**config.mk**
```make
export PLATFORM = sky130hd
export DESIGN_NAME = ascii_unsigned_integer_parser
export DESIGN_NICKNAME = d
export VERILOG_FILES = /design/src/sv/auip_pkg.sv /design/src/sv/ascii_unsigned_integer_parser.sv
export SDC_FILE = /design/constraint.sdc
export NUM_CORES = 1
export LEC_CHECK = 0
export ABC_AREA = 1
export ABC_CLOCK_PERIOD_IN_PS = 4440
export BUFFER_PORTS_ARGS = -buffer_cell sky130_fd_sc_hd__buf_2
export CORE_MARGIN = 2
export CORE_UTILIZATION = 53
export DETAILED_ROUTE_END_ITERATION = 7
export PLACE_DENSITY = 0.78
export SLEW_MARGIN = 30
export SYNTH_ARGS = -nofsm -noshare
export SYNTH_HDL_FRONTEND = slang
export SYNTH_SLANG_ARGS = --single-unit
```
**constraint.sdc**
```tcl
create_clock -name clk -period 4.44 [get_ports clk]
set_input_delay 0.888 -clock clk [delete_from_list [all_inputs] [get_ports clk]]
set_output_delay 0.888 -clock clk [all_outputs]
set_load 0.02 [all_outputs]
```
**src/sv/auip_pkg.sv**
```systemverilog
// Shared types, codes and character helpers for the ASCII unsigned integer parser.
package auip_pkg;

    typedef enum logic [1:0] {
        PH_SKIP   = 2'd0,
        PH_DIGITS = 2'd1
    } phase_t;

    typedef enum logic [1:0] {
        ST_SUCCESS  = 2'd0,
        ST_NO_DIGIT = 2'd1,
        ST_OVERFLOW = 2'd2
    } status_t;

    localparam int unsigned CHAR_W   = 8;
    localparam int unsigned BASE_W   = 6;
    localparam int unsigned STATUS_W = 2;
    localparam int unsigned VALUE_W  = 16;
    localparam int unsigned OFFSET_W = 8;
    localparam int unsigned RESULT_W = STATUS_W + VALUE_W + OFFSET_W;
    localparam int unsigned RESULT_BYTES_W = ((RESULT_W + 7) / 8) * 8;

    localparam logic [CHAR_W-1:0] CHAR_SPACE = 8'h20;
    localparam logic [CHAR_W-1:0] CHAR_TAB   = 8'h09;
    localparam logic [CHAR_W-1:0] CHAR_PLUS  = 8'h2B;

    localparam logic [BASE_W-1:0] DIGIT_NONE = 6'd36;
    localparam logic [BASE_W-1:0] BASE_MIN   = 6'd2;
    localparam logic [BASE_W-1:0] BASE_MAX   = 6'd36;
    localparam logic [BASE_W-1:0] BASE_RESET = 6'd10;

    localparam int unsigned     APB_ADDR_W        = 2;
    localparam logic [1:0]      REG_NUMBER_BASE   = 2'd0;

    // Map an ASCII byte to its digit value, or DIGIT_NONE for anything else.
    function automatic logic [BASE_W-1:0] digit_of(input logic [CHAR_W-1:0] c);
        logic [CHAR_W-1:0] d;
        begin
            d = CHAR_W'(DIGIT_NONE);
            if (c >= 8'h30 && c <= 8'h39)
            begin
                d = c - 8'h30;
            end
            else if (c >= 8'h41 && c <= 8'h5A)
            begin
                d = c - 8'h37;
            end
            else if (c >= 8'h61 && c <= 8'h7A)
            begin
                d = c - 8'h57;
            end
            return d[BASE_W-1:0];
        end
    endfunction

endpackage

```
**src/sv/ascii_unsigned_integer_parser.sv**
```systemverilog
// Top level of the streaming ASCII unsigned integer parser.
//
// Usage:
//   Characters enter one per item on the s_axis channel (tdata = one ASCII
//   byte). Leading spaces and tabs are skipped, one '+' may follow, then
//   digits in the radix held in the number_base register (APB, address 0,
//   reset value 10). The first character that is not a valid digit ends the
//   string: it is not counted, and it alone produces one result item on
//   m_axis carrying status, value and end_offset. The parser then re-arms.
//   A radix outside 2..36 makes every character end a string at once.
//
// Timing:
//   An accepted item is held in the input register; its result, if any, is
//   then registered in the result register and shown on m_axis. The
//   accumulator update is a single multiply-add by the 6-bit radix, so one
//   character is taken every cycle, back to back, unless a terminator stalls.
//
// Reset and stalls:
//   rst_n clears the parse state, the radix to 10 and both valid flags.
//   While a result waits on m_axis, characters that produce no result keep
//   flowing; only a terminating character stalls in the input register, and
//   s_axis_tready drops once that register is full and cannot advance.
module ascii_unsigned_integer_parser #(
    parameter int unsigned VALUE_BITS    = 16,
    parameter int unsigned POSITION_BITS = 8
) (
    input  logic        clk,
    input  logic        rst_n,

    // APB configuration port
    input  logic        psel,
    input  logic        penable,
    input  logic        pwrite,
    input  logic [auip_pkg::APB_ADDR_W-1:0] paddr,
    input  logic [31:0] pwdata,
    output logic [31:0] prdata,
    output logic        pready,

    // Character input
    input  logic        s_axis_tvalid,
    output logic        s_axis_tready,
    input  logic [7:0]  s_axis_tdata,   // [7:0] character

    // Result output
    output logic        m_axis_tvalid,
    input  logic        m_axis_tready,
    output logic [auip_pkg::RESULT_BYTES_W-1:0] m_axis_tdata
    // m_axis_tdata: [1:0] status, [17:2] value, [25:18] end_offset, rest zero
);

    localparam int unsigned PROD_W  = VALUE_BITS + auip_pkg::BASE_W;
    localparam int unsigned VEXT_W  = (VALUE_BITS > auip_pkg::VALUE_W) ?
                                      VALUE_BITS : auip_pkg::VALUE_W;
    localparam int unsigned PEXT_W  = (POSITION_BITS > auip_pkg::OFFSET_W) ?
                                      POSITION_BITS : auip_pkg::OFFSET_W;
    localparam logic [PEXT_W-1:0] OFFSET_SAT = PEXT_W'({auip_pkg::OFFSET_W{1'b1}});

    // Configuration
    logic [auip_pkg::BASE_W-1:0] base_reg;
    logic                        cfg_write;

    // Input register
    logic                        s1_valid_reg;
    logic [auip_pkg::CHAR_W-1:0] s1_char_reg;

    // Parse state
    auip_pkg::phase_t            phase_reg, phase_next;
    logic [VALUE_BITS-1:0]       acc_reg;
    logic                        seen_reg;
    logic                        ovf_reg;
    logic [POSITION_BITS-1:0]    pos_reg;

    // Result register
    logic                        m_valid_reg;
    auip_pkg::status_t           m_status_reg;
    logic [auip_pkg::VALUE_W-1:0]  m_value_reg;
    logic [auip_pkg::OFFSET_W-1:0] m_offset_reg;

    // Datapath
    logic                        base_ok;
    logic                        is_ws;
    logic                        is_plus;
    logic [auip_pkg::BASE_W-1:0] digit;
    logic [PROD_W-1:0]           prod;
    logic                        prod_ovf;
    logic                        emit;
    logic                        rearm;
    logic                        count;
    logic                        take_digit;
    auip_pkg::status_t           r_status;
    logic [auip_pkg::VALUE_W-1:0]  r_value;
    logic [auip_pkg::OFFSET_W-1:0] r_offset;
    logic [VEXT_W-1:0]           acc_ext;
    logic [PEXT_W-1:0]           pos_ext;
    logic                        out_free;
    logic                        s1_fire;

    // ---------------- configuration port ----------------
    assign pready    = 1'b1;
    assign cfg_write = psel && penable && pwrite && pready &&
                       (paddr == auip_pkg::REG_NUMBER_BASE);
    assign prdata    = (paddr == auip_pkg::REG_NUMBER_BASE) ? 32'(base_reg) : 32'd0;

    always_ff @(posedge clk or negedge rst_n)
    begin
        if (!rst_n)
        begin
            base_reg <= auip_pkg::BASE_RESET;
        end
        else if (cfg_write)
        begin
            base_reg <= pwdata[auip_pkg::BASE_W-1:0];
        end
    end

    // ---------------- character decode ----------------
    assign base_ok  = (base_reg >= auip_pkg::BASE_MIN) && (base_reg <= auip_pkg::BASE_MAX);
    assign is_ws    = (s1_char_reg == auip_pkg::CHAR_SPACE) ||
                      (s1_char_reg == auip_pkg::CHAR_TAB);
    assign is_plus  = (s1_char_reg == auip_pkg::CHAR_PLUS);
    assign digit    = auip_pkg::digit_of(s1_char_reg);

    // Exact overflow: any bit above the value width means the result does not fit.
    assign prod     = PROD_W'(acc_reg) * PROD_W'(base_reg) + PROD_W'(digit);
    assign prod_ovf = |prod[PROD_W-1:VALUE_BITS];

    assign acc_ext  = VEXT_W'(acc_reg);
    assign pos_ext  = PEXT_W'(pos_reg);

    // Next phase
    always_comb
    begin
        phase_next = phase_reg;
        if (s1_fire)
        begin
            priority if (rearm)
            begin
                phase_next = auip_pkg::PH_SKIP;
            end
            else if (phase_reg == auip_pkg::PH_SKIP && is_ws)
            begin
                phase_next = auip_pkg::PH_SKIP;
            end
            else
            begin
                phase_next = auip_pkg::PH_DIGITS;
            end
        end
    end

    // Per-character actions and result fields
    always_comb
    begin
        emit       = 1'b0;
        rearm      = 1'b0;
        count      = 1'b0;
        take_digit = 1'b0;
        r_status   = auip_pkg::ST_SUCCESS;
        priority if (!base_ok)
        begin
            emit     = 1'b1;
            rearm    = 1'b1;
            r_status = auip_pkg::ST_NO_DIGIT;
        end
        else if (phase_reg == auip_pkg::PH_SKIP && (is_ws || is_plus))
        begin
            count = 1'b1;
        end
        else if (digit >= base_reg)
        begin
            // Terminator: close the string.
            emit  = 1'b1;
            rearm = 1'b1;
            priority if (!seen_reg)
            begin
                r_status = auip_pkg::ST_NO_DIGIT;
            end
            else if (ovf_reg)
            begin
                r_status = auip_pkg::ST_OVERFLOW;
            end
            else
            begin
                r_status = auip_pkg::ST_SUCCESS;
            end
        end
        else
        begin
            count      = 1'b1;
            take_digit = 1'b1;
        end

        if (r_status == auip_pkg::ST_SUCCESS)
        begin
            r_value  = acc_ext[auip_pkg::VALUE_W-1:0];
            r_offset = (pos_ext > OFFSET_SAT) ? {auip_pkg::OFFSET_W{1'b1}}
                                              : pos_ext[auip_pkg::OFFSET_W-1:0];
        end
        else
        begin
            r_value  = '0;
            r_offset = '0;
        end
    end

    // ---------------- flow control ----------------
    // Only a terminator needs the result register; others always advance.
    assign out_free      = !m_valid_reg || m_axis_tready;
    assign s1_fire       = s1_valid_reg && (!emit || out_free);
    assign s_axis_tready = !s1_valid_reg || s1_fire;

    always_ff @(posedge clk or negedge rst_n)
    begin
        if (!rst_n)
        begin
            s1_valid_reg <= 1'b0;
        end
        else if (s_axis_tready)
        begin
            s1_valid_reg <= s_axis_tvalid;
        end
    end

    always_ff @(posedge clk)
    begin
        if (s_axis_tready && s_axis_tvalid)
        begin
            s1_char_reg <= s_axis_tdata;
        end
    end

    // ---------------- parse state ----------------
    always_ff @(posedge clk or negedge rst_n)
    begin
        if (!rst_n)
        begin
            phase_reg <= auip_pkg::PH_SKIP;
            acc_reg   <= '0;
            seen_reg  <= 1'b0;
            ovf_reg   <= 1'b0;
            pos_reg   <= '0;
        end
        else if (s1_fire)
        begin
            phase_reg <= phase_next;
            if (rearm)
            begin
                acc_reg  <= '0;
                seen_reg <= 1'b0;
                ovf_reg  <= 1'b0;
                pos_reg  <= '0;
            end
            else
            begin
                // Saturate the position count at all ones.
                if (count && (pos_reg != {POSITION_BITS{1'b1}}))
                begin
                    pos_reg <= pos_reg + 1'b1;
                end
                if (take_digit)
                begin
                    seen_reg <= 1'b1;
                    if (!ovf_reg)
                    begin
                        if (prod_ovf)
                        begin
                            ovf_reg <= 1'b1;
                        end
                        else
                        begin
                            acc_reg <= prod[VALUE_BITS-1:0];
                        end
                    end
                end
            end
        end
    end

    // ---------------- result register ----------------
    always_ff @(posedge clk or negedge rst_n)
    begin
        if (!rst_n)
        begin
            m_valid_reg <= 1'b0;
        end
        else if (out_free)
        begin
            m_valid_reg <= s1_fire && emit;
        end
    end

    always_ff @(posedge clk)
    begin
        if (s1_fire && emit)
        begin
            m_status_reg <= r_status;
            m_value_reg  <= r_value;
            m_offset_reg <= r_offset;
        end
    end

    assign m_axis_tvalid = m_valid_reg;
    assign m_axis_tdata  = auip_pkg::RESULT_BYTES_W'({m_offset_reg, m_value_reg, m_status_reg});

endmodule

```
-- After elaboration in Yosys (flattened, before gate mapping)
Index checks and enable logic that the tools add are counted.
- register bits: 70
- input bits: 49
- output and inout bits: 67
- word-level logic and storage cells: 96
- $add $sub $neg: 5
- multipliers: 1
- magnitude comparators: 10
- equal/unequal tests: 6
- mux-type cells: 32
- reduce and logical (&&, ||, !) cells: 30
- operator list (kind ; count):
    2-to-1 mux 16 bit ; 4
    2-to-1 mux 6 bit ; 4
    2-to-1 mux 8 bit ; 3
    adder 22 x 6 -> 22 bit ; 1
    multiplier 16 x 6 -> 22 bit ; 1
    equality test 8 x 6 -> 1 bit, second input constant ; 2
    greater-or-equal comparator 8 x 7 -> 1 bit, second input constant ; 2
    <= comparator 8 x 7 -> 1 bit, second input constant ; 2
    2-to-1 mux 1 bit ; 16
    logical AND 1 bit ; 13
    subtractor 6 bit, second input constant ; 2
    2-to-1 mux 2 bit ; 5
    adder 8 x 1 -> 8 bit, second input constant ; 1
    equality test 8 x 4 -> 1 bit, second input constant ; 1
    greater-or-equal comparator 8 x 6 -> 1 bit, second input constant ; 1
    > comparator 8 bit, second input constant ; 1
    <= comparator 8 x 6 -> 1 bit, second input constant ; 1
    inequality test 8 bit, second input constant ; 1
    greater-or-equal comparator 6 x 2 -> 1 bit, second input constant ; 1
    greater-or-equal comparator 6 bit ; 1
    <= comparator 6 bit, second input constant ; 1
    zero test 2 bit ; 3
    OR reduction 6 bit ; 1
    subtractor 6 x 5 -> 6 bit, second input constant ; 1
    other kinds (6) ; 15

-- Depth between registers and ports, before layout
Gate-level depths: netlist (run 1).
- depth after elaboration: 14
- gate-level depth with buffers: 30

-- Worst setup path after synthesis (run 1)
No wires, ideal clock.
- path type: register to register
- start: reg base_reg[3] (netlist bit)
- end: reg acc_reg[9], in the netlist acc_ext[9]
- setup time: 0.117 ns
- data arrival time: 4.587 ns
- data required time: 4.323 ns
- setup slack: -0.264 ns
- stages on the path, launching flop included: 25
- path through: dfstp_2 buf_2 clkbuf_1 nand2_1 fa_1 fa_1 inv_1 fa_1 fa_1 ha_1 nand2_1 nand2_1 a21oi_1 nand2_2 nand2_1 nand3_1 nand2_1 nand3_1 nor2_1 nand2_1 nand2_4 nand2_4 buf_6 nand2_1 nand2_1
- longest elaborated chain between the ends: 8
- elaborated cells between the ends (all ways): 24
- classes of those cells: add/sub: 1; mul: 1; order compare: 3; eq/ne: 2; mux: 10; reduce/logical: 7
- RTL lines (element ; RTL line ; source):
    start: declaration ; ascii_unsigned_integer_parser.sv:59 ; logic [auip_pkg::BASE_W-1:0] base_reg;
    start signal: assignment ; ascii_unsigned_integer_parser.sv:108 ; base_reg <= auip_pkg::BASE_RESET;
    start signal: assignment ; ascii_unsigned_integer_parser.sv:112 ; base_reg <= pwdata[auip_pkg::BASE_W-1:0];
    branches (longest 8 deep; another with multiplier 16 x 6 -> 22 bit) ; - ;
    end signal: assignment ; ascii_unsigned_integer_parser.sv:271 ; acc_reg <= prod[VALUE_BITS-1:0];
    end: declaration ; ascii_unsigned_integer_parser.sv:68 ; logic [VALUE_BITS-1:0] acc_reg;
Parallel ways; which one is timed is not known. The select of a mux whose other input is x is not followed.
A chain may end at the register's enable or synchronous reset.

-- Worst setup path in the final report (run 1)
- start: reg base_reg[1] (netlist bit)
- end: reg acc_reg[1], in the netlist acc_ext[1]
The elaborated chain is that of the path after synthesis.

==> results.md, run 1 <==
Clock tree:
- Clock-pin slew was measured on the worst setup and hold paths at 0.07 ns.
- The quantity of hold-fixing buffers added after cts is 0.
- The number of sinks on the clock net is 69.
- Clock tree synthesis selected as its root buffer the cell clkbuf_16.
- The clock tree synthesis step divided the H-tree into 3 levels.
- The CTS buffer count is 9.
- In this run the deepest clock path goes through 2 buffers.
- The clock latency of the later-clocked register in the worst-skew pair is 0.35 ns.
- TritonCTS built the clock tree.

Pwr:
- For this design the ratio of total power to cell area is 771 nW/um^2.
- The highest ir drop seen on vdd is 0.557 mV.
- The leakage power figure is 5.21 nW.

Worst setup path:
- STA classifies the critical path startpoint as a flop.
- For this run, the slowest stage of the critical path takes 0.67 ns.
- Traced cell by cell, the critical path runs through buf_4 -> nand2_1 -> inv_1 -> fa_1 -> ha_1 -> inv_1 -> fa_1 -> inv_1 -> fa_1 -> ha_4 -> inv_2 -> nand2_1 -> and2_4 -> nand3b_1 -> nand3_1 -> nand2_1 -> nand3_1 -> nor2_1 -> nand2_2 -> nand2_8 -> nand2_8 -> nand2_2 -> nand2_2.
- The setup slack of the most critical reg-to-reg path is -0.12 ns.
- At the worst endpoint, the required time is 4.68 ns.
- Together, buffers and inverters on the worst path number 5.
- The type of element capturing the critical path is a flop.
- For this design, the slowest cell found on the critical path is dfstp_4.
- The depth of the worst register-to-register path is 23.
- The instance count on the critical path is 23.
- In this design, the largest share of critical-path delay is due to adder cells.
- The type of the setup path with the least slack is flop to flop.
- The largest fanout of any net on the critical path is 8.
- Data arrives at the worst endpoint at 4.80 ns.

Place:
- After legalization and detailed placement, the total HPWL measured 13,000 um.
- The last weighted congestion value of the routability-driven placer is 0.889.
- The count of buffers added on input and output ports is 56.
- After detailed placement, the design holds a cell count of 1,279.

Synth:
- The synthesis warning total is 0.
- The number of enable flip-flop cells after synthesis is 34.
- Summing the sequential cell areas from Yosys gives 24.9% of the chip area.
- Counting flops with an async set or reset pin after synthesis yields a share of 50.7%.
- For this run, the leading register cell type out of synthesis is edfxtp_1.
- The netlist area before placement is 7620 um^2.
- In this run, synthesis produced a sequential element count of 69.
- The post-synthesis average cell area is 7.42 um^2.
- The count of distinct cell types in the synthesized netlist is 41.
- In the synthesized netlist, the number of instances is 1,028.

Cells and area:
- The count of cells in the finished layout, fillers not included, comes to 1,307.
- From synthesis to final layout, the design area changed by 23.7%.
- In the layout the commonest cells are 238 x nand2_1, 215 x inv_1, 75 x nor2_1.
- The antenna diode count is 0.
- The commonest non-fill, non-tap cell in the layout is nand2_1.
- In the final layout, the share of cells above drive strength 1 is 25.6%.
- At the end of the flow, the number of nets in the layout was 1,296.

STA:
- The number of hold violations in the final report is 0.
- The clock skew after layout is 0.0124 ns.
- Hold timing on the final database bottoms out at a slack of 0.551 ns.
- In this run the tightest slew margin relative to its limit is 43.5%.
- The highest attainable clock frequency is 219 MHz.
- Setup repair after global routing could not meet its margin everywhere.
- The worst path uses 103% of the clock period.
- In the post-route analysis, the smallest setup slack over all paths is -0.121 ns.
- At the pin with the least slew margin, the transition time is 0.848 ns.
- Subtracting the final worst setup slack from the clock period gives 4.56 ns.
- Setup violations remaining at the end of the flow were counted as 17.
- The count of pins over their slew limit is 0.

Floorplanning:
- The floorplan row count is 43.
- The initial utilization of the core area, before any placement, comes to 54.5%.
- Pin placement for this block handled 116 I/O pins.
- In this run the horizontal extent of the chip is 124 um.
- The die covers 15,400 um^2.
- The floorplan die height is 124 um.
- The core region is 14,000 um^2.

Route:
- The average detailed-routed wire length per instance is 14.8 um.
- The routed layout has 6,726 vias.
- After the first detailed-routing iteration, the DRC count stood at 523.
- The remaining antenna violation count after routing is 0.
- In the routed layout, each cell is associated on average with a via count of 5.15.
- The detailed-routing iteration count for the pre-antenna-repair pass is 7.
- The final layout contains routed wiring with a total length of 19,400 um.
- After detailed routing, the number of remaining DRC violations is 0.

Outcome:
- The run finished, with violations left.
- The checks that failed: negative setup slack.

Global route:
- The largest net degree at the start of global routing is 36.
- The number of antenna violations at the first check in global routing was 0.
- The overall global routing resource usage is 25.1%.
- The first global-routing pass estimated 30,400 um of wire.
- The total overflow left after global routing is 0.
- The via count of the first global-routing pass is 6,570.

Flow run:
- Max-cap violations in this run came to 0.

Hold path:
- The class of the worst hold path is flop to flop.
- Along the worst hold path, the cell count comes to 2.
-- through the flow --
stage | area (um^2) | total power, W | setup slack, ns | setup TNS [ns] | utilization [%]
after floorplan | 7770 | 0.00374 | 0.0288 | 0 | -
after detailed placement | 8310 | 0.00492 | -0.199 | -2.93 | 59.4
after global routing | 9430 | 0.00785 | -0.330 | -5.12 | 67.4
final | 9430 | 0.00727 | -0.121 | -1.50 | 67.4
after CTS | 8950 | 0.00631 | -0.141 | -2.27 | 64.0
after global placement | 8310 | 0.00482 | -0.136 | -2.08 | 59.4
-- where the power goes --
group	total [W]	leakage, nW	switching (W)	internal [W]
Combinational	0.00554	4.28	0.00312	0.00242
Clock	0.000759	0.149	0.000315	0.000444
Sequential	0.000974	0.783	0.000138	0.000836
Total	0.00727	5.21	0.00357	0.00370
-- cell families (layout without fill, tap and decap cells) --
kind of cell    count (synthesis)  count (layout)  synth area share [%]
compound gates                 66              66                  5.09
other cells                     2              33                0.0985
buf+inv                       304             371                  17.3
fa+ha+maj                     125             125                  26.4
simple gates                  445             446                  24.2
xor+xnor                       17              17                  1.95
flops                          69              69                  24.9
-- routing by layer --
metal / track usage [%] / part of all wire (%) / routed length [um] / vias up
li1: - / - / - / 3208
met1: 33.1 / 40 / 7690 / 3227
met2: 42.4 / 51 / 9800 / 243
met3: 4.35 / 6.8 / 1310 / 48
met4: 7.72 / 3.0 / 591 / 0
met5: 0 / 0 / 0 / -
-- tightest hold or removal path: cells and delay by family (launching register included) --
family / cells / cell delay [ns]
simple gates: 2 / 0.13
flops: 1 / 0.39
-- Yosys cell counts, types with 5 or more instances --
master	count	area, um^2
nand3_1	40	200
edfxtp_1	34	1020
xor2_1	13	114
o21ai_0	18	90.1
fa_1	60	1200
dfrtp_1	33	826
nor3_1	6	30.0
nand2_1	278	1040
inv_1	228	856
clkbuf_1	19	71.3
a21oi_1	33	165
ha_1	65	813
nor2_1	87	327
nand2_2	5	31.3
nand4_1	10	62.6
buf_2	10	50.1
buf_4	36	270
o21bai_1	5	37.5
-- what timing repair did --
item	in CTS	in global routing
cloned	2	0
endpoints found under the setup margin	17	17
setup buffers	8	3
resized for setup	54	97
pin swaps	30	64
-- area by class of cell --
cell class                 instances  area [um^2]
clock buffer                       9          225
inverter                         233          877
fill                            1019         4560
clock inverter                     7         80.1
timing repair buffer             122          893
multi-input combinational        687         5230
sequential                        69         1910
tap                              180          225
-- final timing paths --
check	startpoint	end
max	base_reg[1]$_DFFE_PN1P_	acc_ext[1]$_DFFE_PN0P_
max in group asynchronous	rst_n	acc_ext[5]$_DFFE_PN0P_
min reg2reg	m_axis_tvalid$_DFFE_PN0P_	m_axis_tvalid$_DFFE_PN0P_
min	m_axis_tvalid$_DFFE_PN0P_	m_axis_tvalid$_DFFE_PN0P_
max reg2reg	base_reg[1]$_DFFE_PN1P_	acc_ext[1]$_DFFE_PN0P_
min in group asynchronous	rst_n	s1_valid_reg$_DFFE_PN0N_
(Power assumes the default switching activity.)
==> run 2, diff against run 1 <==
==> constraint.sdc (replaced) <==
create_clock -name clk -period 4.44 [get_ports clk]
set_input_delay 0.666 -clock clk [delete_from_list [all_inputs] [get_ports clk]]
set_output_delay 0.666 -clock clk [all_outputs]
set_load 0.02 [all_outputs]
==> results.md, run 2 (synthesis results as in run 1) <==
STA:
- After layout, the worst setup slack is -0.254 ns.
- The number of hold violations in the final report is 0.
- Across all hold checks on the routed design, the worst slack comes to 0.387 ns.
- Setup violations remaining at the end of the flow were counted as 17.
- Setup repair after global routing could not meet its margin everywhere.
- The count of pins over their slew limit was 0.
- The final critical path time including I/O delays and setup is 4.69 ns.
- The actual slew at the worst max-slew pin is 0.785 ns.
- In the finished design, the share of the clock period the worst path needs comes to 106%.
- The normalized max-slew margin is 47.7%.
- The highest attainable clock frequency is 213 MHz.
- The clock arrives with 0.0113 ns of skew.

Worst setup path:
- At the worst endpoint, the arrival time is 4.98 ns.
- The largest fanout of any net on the critical path is 6.
- STA classifies the critical path endpoint as a flop.
- The depth of the worst register-to-register path is 23.
- STA classifies the critical path startpoint as a flop.
- The endpoint identified for the worst register-to-register timing path is acc_ext[14]$_DFFE_PN0P_.
- The source of the worst register-to-register timing path is base_reg[1]$_DFFE_PN1P_.
- The worst setup path is of the flop to flop kind.
- The setup slack of the most critical reg-to-reg path is -0.25 ns.
- The required arrival time at the worst endpoint is 4.73 ns.

Floorplanning:
- The chip width is 124 um.
- The number of primary I/O pins is 116.
- The overall die area is 15,400 um^2.
- The floorplan die height is 124 um.
- After floorplanning, the core was sized to cover 14,000 um^2.
- The floorplan has 43 rows.
- For this configuration, the core starts out at a cell density of 54.5%.

Route:
- For this run, design rule violations remaining after detail routing come to 0.
- The remaining antenna violation count after routing is 0.
- The first routing iteration left 457 violations.
- Dividing the detail-routed wire length by the instance count gives 13.9 um.
- The first TritonRoute pass finished after 6 iterations.
- For this block, the via count after detailed routing is 6,519.
- Summed over all nets, wire length on met3 after detailed routing comes to 941 um.
- Wires add up to 18,200 um.
- After detailed routing, the number of vias per cell comes to 4.99.
- The routed metal-1 wirelength is 7770 um.
- The detailed router used layers up to and including met4.
- The routed length on met2 is 9080 um.

Cells and area:
- Leaving out fill and tap cells, the most frequent cells in the layout are 257 x nand2_1, 222 x inv_1, 78 x nor2_1.
- The fraction of final layout cells sized beyond drive strength 1 is 21.0%.
- The filler cells instantiated in the layout total 1,088.
- The library cell used most frequently in the layout, excluding fill and tap cells, is nand2_1.
- The final non-filler cell area is 9200 um^2.
- From synthesis to final layout, the design area changed by 20.6%.
- The repair_antennas step left the layout with diodes totalling 0.
- Summing all flip-flop and latch instances after layout gives 1900 um^2.
- The count of nets after finishing is 1,295.
- In the final layout, the multi-input gates occupy 5010 um^2.
- Leaving out filler cells and counting taps, the final layout contains 1,306.

Clock tree:
- Counting every sink on the clock net gives 69.
- The cell sitting at the root of the clock tree is a clkbuf_16.
- Hold repair after CTS inserted 0 buffers.
- After clock tree synthesis, the clock-pin slew on the worst setup and hold paths is 0.06 ns.
- The clock latency of the later-clocked register in the worst-skew pair is 0.35 ns.
- The CTS buffer count is 9.
- The level count of the clock H-tree is 3.
- The longest clock path from root to sink contains 2 buffers.
- TritonCTS built the clock tree.

Place:
- The HPWL reported at the end of detailed placement is 12,900 um.
- During placement, the flow inserted port buffers numbering 56.
- The congestion estimate from routability-driven global placement came to 0.883.
- The placed instance count is 1,279.
- In this run the cell area measured after placement is 8310 um^2.

Outcome:
- The checks that failed: negative setup slack.
- The run finished, with violations left.

Global route:
- The first-pass GRT wire length is 30,600 um.
- The number of antenna violations at the first check in global routing is 0.
- The largest net degree at the start of global routing is 36.
- Global routing consumed, over all layers together, 25.4% of the routing resources.
- The via count of the first global-routing pass is 6,566.
- Global routing finished with a remaining overflow of 0.

Flow run:
- The tool flagged a number of max-cap violations equal to 0.

Hold path:
- The class of the worst hold path is input pin to asynchronous set/reset pin.

Pwr:
- The ratio of total power to cell area is 754 nW/um^2.
- For this design the static power due to leakage is 5.20 nW.
- The highest ir drop seen on vdd is 0.466 mV.
[run 2: changes by cell type in the layout (fill, tap and decap cells not counted), moves of 7 or more]
cell / change
nand2_1: +19
nand2_2: -17
inv_1: +7
inv_2: -7
[run 2: per-layer routing]
layer	global-route usage, %	vias to the layer above
li1	-	3208
met1	32.6	3075
met2	43.2	200
met3	4.76	36
met4	8.57	0
met5	0	-
[run 2: worst max-delay path: stages (launching register included)]
cell and delay (ns):
dfstp_4 0.66, buf_12 0.13, nand2_1 0.08, fa_1 0.52
fa_1 0.53, inv_1 0.08, fa_1 0.58, ha_4 0.21
ha_4 0.29, nand2_1 0.10, inv_1 0.10, nand2_2 0.08
nor3_2 0.17, nand2_2 0.07, nand2_1 0.06, nand2_1 0.04
nand2_1 0.05, nand3_1 0.08, nor2_1 0.12, nand2_1 0.11
nand2_4 0.20, buf_4 0.17, nand3_1 0.09, nand2_1 0.11
[run 2: how the worst max path moves through the flow]
stage                     cells after the start                    start  slack [ns]                      end
after floorplan                              25  base_reg[3]$_DFFE_PN1P_        0.03   acc_ext[9]$_DFFE_PN0P_
after global placement                       24  base_reg[5]$_DFFE_PN0P_       -0.13   acc_ext[8]$_DFFE_PN0P_
after detailed placement                     24  base_reg[5]$_DFFE_PN0P_       -0.19   acc_ext[8]$_DFFE_PN0P_
after CTS                                    23  base_reg[3]$_DFFE_PN1P_       -0.07  acc_ext[12]$_DFFE_PN0P_
after global routing                         21  base_reg[1]$_DFFE_PN1P_       -0.46   acc_ext[8]$_DFFE_PN0P_
final                                        23  base_reg[1]$_DFFE_PN1P_       -0.25  acc_ext[14]$_DFFE_PN0P_
[run 2: repair_timing]
item,in CTS,in global routing
setup buffers,8,1
resized for setup,68,20
pin swaps,28,15
endpoints found under the setup margin,17,17
cloned,2,0
[run 2: through the flow]
stage	TNS [ns]	utilization [%]	power (W)	setup slack [ns]
after floorplan	0	-	0.00374	0.0288
after global placement	-2.06	59.4	0.00482	-0.133
after detailed placement	-2.88	59.4	0.00491	-0.190
after CTS	-0.821	65.2	0.00666	-0.0688
after global routing	-7.13	65.8	0.00753	-0.461
final	-3.51	65.8	0.00694	-0.254
[run 2: final cells by class]
type	instances	share of cell area, %
multi-input cells	687	54.5
flip-flops and latches	69	20.7
repair buffers	121	9.59
inverters	233	9.54
clock buffers	10	2.72
well taps	180	2.45
clock inverters	6	0.544
[run 2: power breakdown]
group          leakage, nW  switching (W)  internal, W
Sequential           0.786       0.000130     0.000835
Clock                0.147       0.000311     0.000421
Combinational         4.26        0.00296      0.00228
==> run 3, diff against run 2 <==
Settings changed: CAP_MARGIN from default to 20, HOLD_SLACK_MARGIN from default to 0.15, REMOVE_ABC_BUFFERS from default to 1.
==> results.md, run 3 (synthesis results as in run 1) <==
Route:
- For this run, the detailed router's first-pass iteration total came to 5.
- The remaining antenna violation count after routing is 0.
- In the final routed layout, each cell accounts on average for 14.2 um.
- In the routed design, unresolved DRC markers number 0.
- The routed layout has 6,640 vias.
- For this block, the initial DRC count from the detailed router was 566.
- The total length of routed wires is 18,500 um.
- The number of vias per cell after detailed routing is 5.12.

STA:
- The worst path uses 103% of the clock period.
- For the finished layout, the period the worst path requires is 4.57 ns.
- The actual slew at the worst max-slew pin is 0.838 ns.
- Derived from the worst setup path, the maximum achievable clock frequency is 219 MHz.
- Setup repair after global routing could not meet its margin everywhere.
- The final setup violation count is 17.
- In this run the tightest slew margin relative to its limit is 44.1%.
- The number of hold violations in the final report was 0.
- Summed over all failing endpoints, the final setup total negative slack is -2.01 ns.
- The clock skew after layout is 0.00779 ns.
- Setup slack on the critical path of the routed design comes to -0.134 ns.
- The count of pins over their slew limit is 0.

Pwr:
- The leakage power figure is 5.21 nW.
- The highest ir drop seen on vdd is 0.420 mV.
- Power spread over the standard cell area amounts to 772 nW/um^2.

Flow run:
- The number of maximum-capacitance constraint violations is 0.

Floorplanning:
- The die is 124 um wide.
- The floorplan row count is 43.
- After floorplanning, the core was sized to cover 14,000 um^2.
- The floorplan die height is 124 um.
- The initial core utilization is 54.5%.
- During I/O placement, the number of pins put on the boundary was 116.
- The die covers 15,400 um^2.

Global route:
- The met3 routing resource usage after global routing is 3.53%.
- Entering global routing, the biggest net connects 36 pins.
- The first global-routing pass estimated 30,000 um of wire.
- The overall global routing resource usage is 24.8%.
- met2 is the most crowded layer.
- The met2 layer usage reported by global route is 41.7%.
- The via count of the first global-routing pass came to 6,458.
- In the global route stage, met1 resource usage came out at 32.9%.
- The total congestion overflow after global routing is 0.
- The number of antenna violations at the first check in global routing came to 0.

Worst setup path:
- The type of element capturing the critical path is a flop.
- The required arrival time at the worst endpoint is 4.72 ns.
- The worst setup path is launched from a flop.
- For the worst setup path, the data arrival time is 4.86 ns.
- The type of the setup path with the least slack is flop to flop.
- Along the worst path, the maximum fanout reaches 8.
- The number of cells on the worst reg-to-reg path is 23.

Clock tree:
- Counting every sink on the clock net gives 69.
- For this design, the CTS-stage hold fixing added 0 buffers.
- After clock tree synthesis, the clock-pin slew on the worst setup and hold paths is 0.07 ns.
- In this run the number of H-tree levels came out at 3.
- TritonCTS built the clock tree.
- The clock reaches the later pin of the worst-skew pair after 0.35 ns.
- The CTS buffer count is 9.
- The cell chosen for the clock root is clkbuf_16.
- The buffer levels on the longest clock path is 2.

Cells and area:
- The fraction of final layout cells sized beyond drive strength 1 is 23.6%.
- The repair_antennas step left the layout with diodes totalling 0.
- The count of nets after finishing is 1,286.
- The library cell used most frequently in the layout, excluding fill and tap cells, is nand2_1.
- In the layout the commonest cells are 245 x nand2_1, 213 x inv_1, 75 x nor2_1.
- The synthesis-to-finish area growth is 21.5%.
- The final non-filler cell area is 9260 um^2.

Place:
- The post-detailed-placement cell area is 8270 um^2.
- The last weighted congestion value of the routability-driven placer is 0.874.
- Before CTS, the worst setup slack after placement is -0.175 ns.
- Detailed placement ended at an HPWL of 12,800 um.
- The number of buffer cells added on primary ports is 56.

Hold path:
- In this run the worst hold path is classified as input pin to asynchronous set/reset pin.

Outcome:
- The flow ran to the end, but the final reports show violations.
- The checks that failed: negative setup slack.
## run 3: cell count changes in the layout (fill, tap and decap cells not counted), moves of 2 or more
cell / previous run / this run
nand3_1: 35 / 26
nand3_2: 8 / 17
nand2_4: 6 / 9
inv_1: 222 / 213
nor2_2: 9 / 11
nand2_2: 21 / 29
inv_2: 10 / 19
a21oi_2: 4 / 7
nor2_1: 78 / 75
buf_4: 53 / 43
nand2_1: 257 / 245
a21oi_1: 29 / 26
inv_8: 1 / 3
## run 3: where the power goes
group / internal, W / switching [W]
clock network: 0.000399 / 0.000334
registers: 0.000834 / 0.000127
logic: 0.00233 / 0.00312
total: 0.00357 / 0.00358
## run 3: worst paths after layout
path	from	endpoint	slack (ns)
worst max-delay path	base_reg[3]$_DFFE_PN1P_	acc_ext[5]$_DFFE_PN0P_	-0.13
min in group clk	s_axis_tdata[0]	s1_char_reg[0]$_DFFE_PP_	0.49
worst min register to register	seen_reg$_DFFE_PN0P_	seen_reg$_DFFE_PN0P_	0.52
max in group asynchronous	rst_n	base_reg[0]$_DFFE_PN0P_	3.44
worst min-delay path	rst_n	s1_valid_reg$_DFFE_PN0N_	0.41
worst max register to register	base_reg[3]$_DFFE_PN1P_	acc_ext[5]$_DFFE_PN0P_	-0.13
## run 3: final cells by class
class,instances,area [um^2]
Tap cell,180,225
Sequential cell,69,1900
Timing Repair Buffer,112,823
Multi-Input combinational cell,687,5130
Fill cell,1073,4730
Inverter,233,877
Clock buffer,9,225
Clock inverter,7,75.1
## run 3: per-stage QoR
stage	hold slack (ns)	instances	utilization, %	power [W]
global route	0.470	1297	66.2	0.00772
CTS	0.423	1295	64.3	0.00644
detailed placement	0.508	1274	59.1	0.00484
floorplan	0.370	988	-	0.00358
finish	0.412	1297	66.2	0.00715
global placement	0.494	1274	59.1	0.00475
## run 3: routing by layer
metal	up-vias	routed length, um
li1	3182	-
met1	3173	7800
met2	250	9260
met3	35	1050
met4	0	364
met5	-	0
## run 3: worst max-delay path: stages (launching register included)
cell and delay (ns):
dfstp_2 0.62, buf_6 0.13, nand2_4 0.04, fa_1 0.49, fa_1 0.54, inv_2 0.04, fa_1 0.47, fa_1 0.52
ha_4 0.34, nand2_4 0.07, nor2_4 0.12, nand3_2 0.07, nand2_2 0.09, nand2_2 0.07, nand2_1 0.06, nand2_1 0.04
nand2_1 0.06, nand3_2 0.09, nor2_4 0.11, nand2_4 0.08, nand2_8 0.12, buf_8 0.15, nand3_1 0.08, nand2_1 0.09
## run 3: timing repair
| item | CTS | global route |
|---|---|---|
| gates resized for setup | 71 | 61 |
| gates cloned | 2 | 0 |
| pin swaps | 45 | 53 |
| buffers inserted | 3 | 3 |
| endpoints found under the setup margin | 17 | 17 |
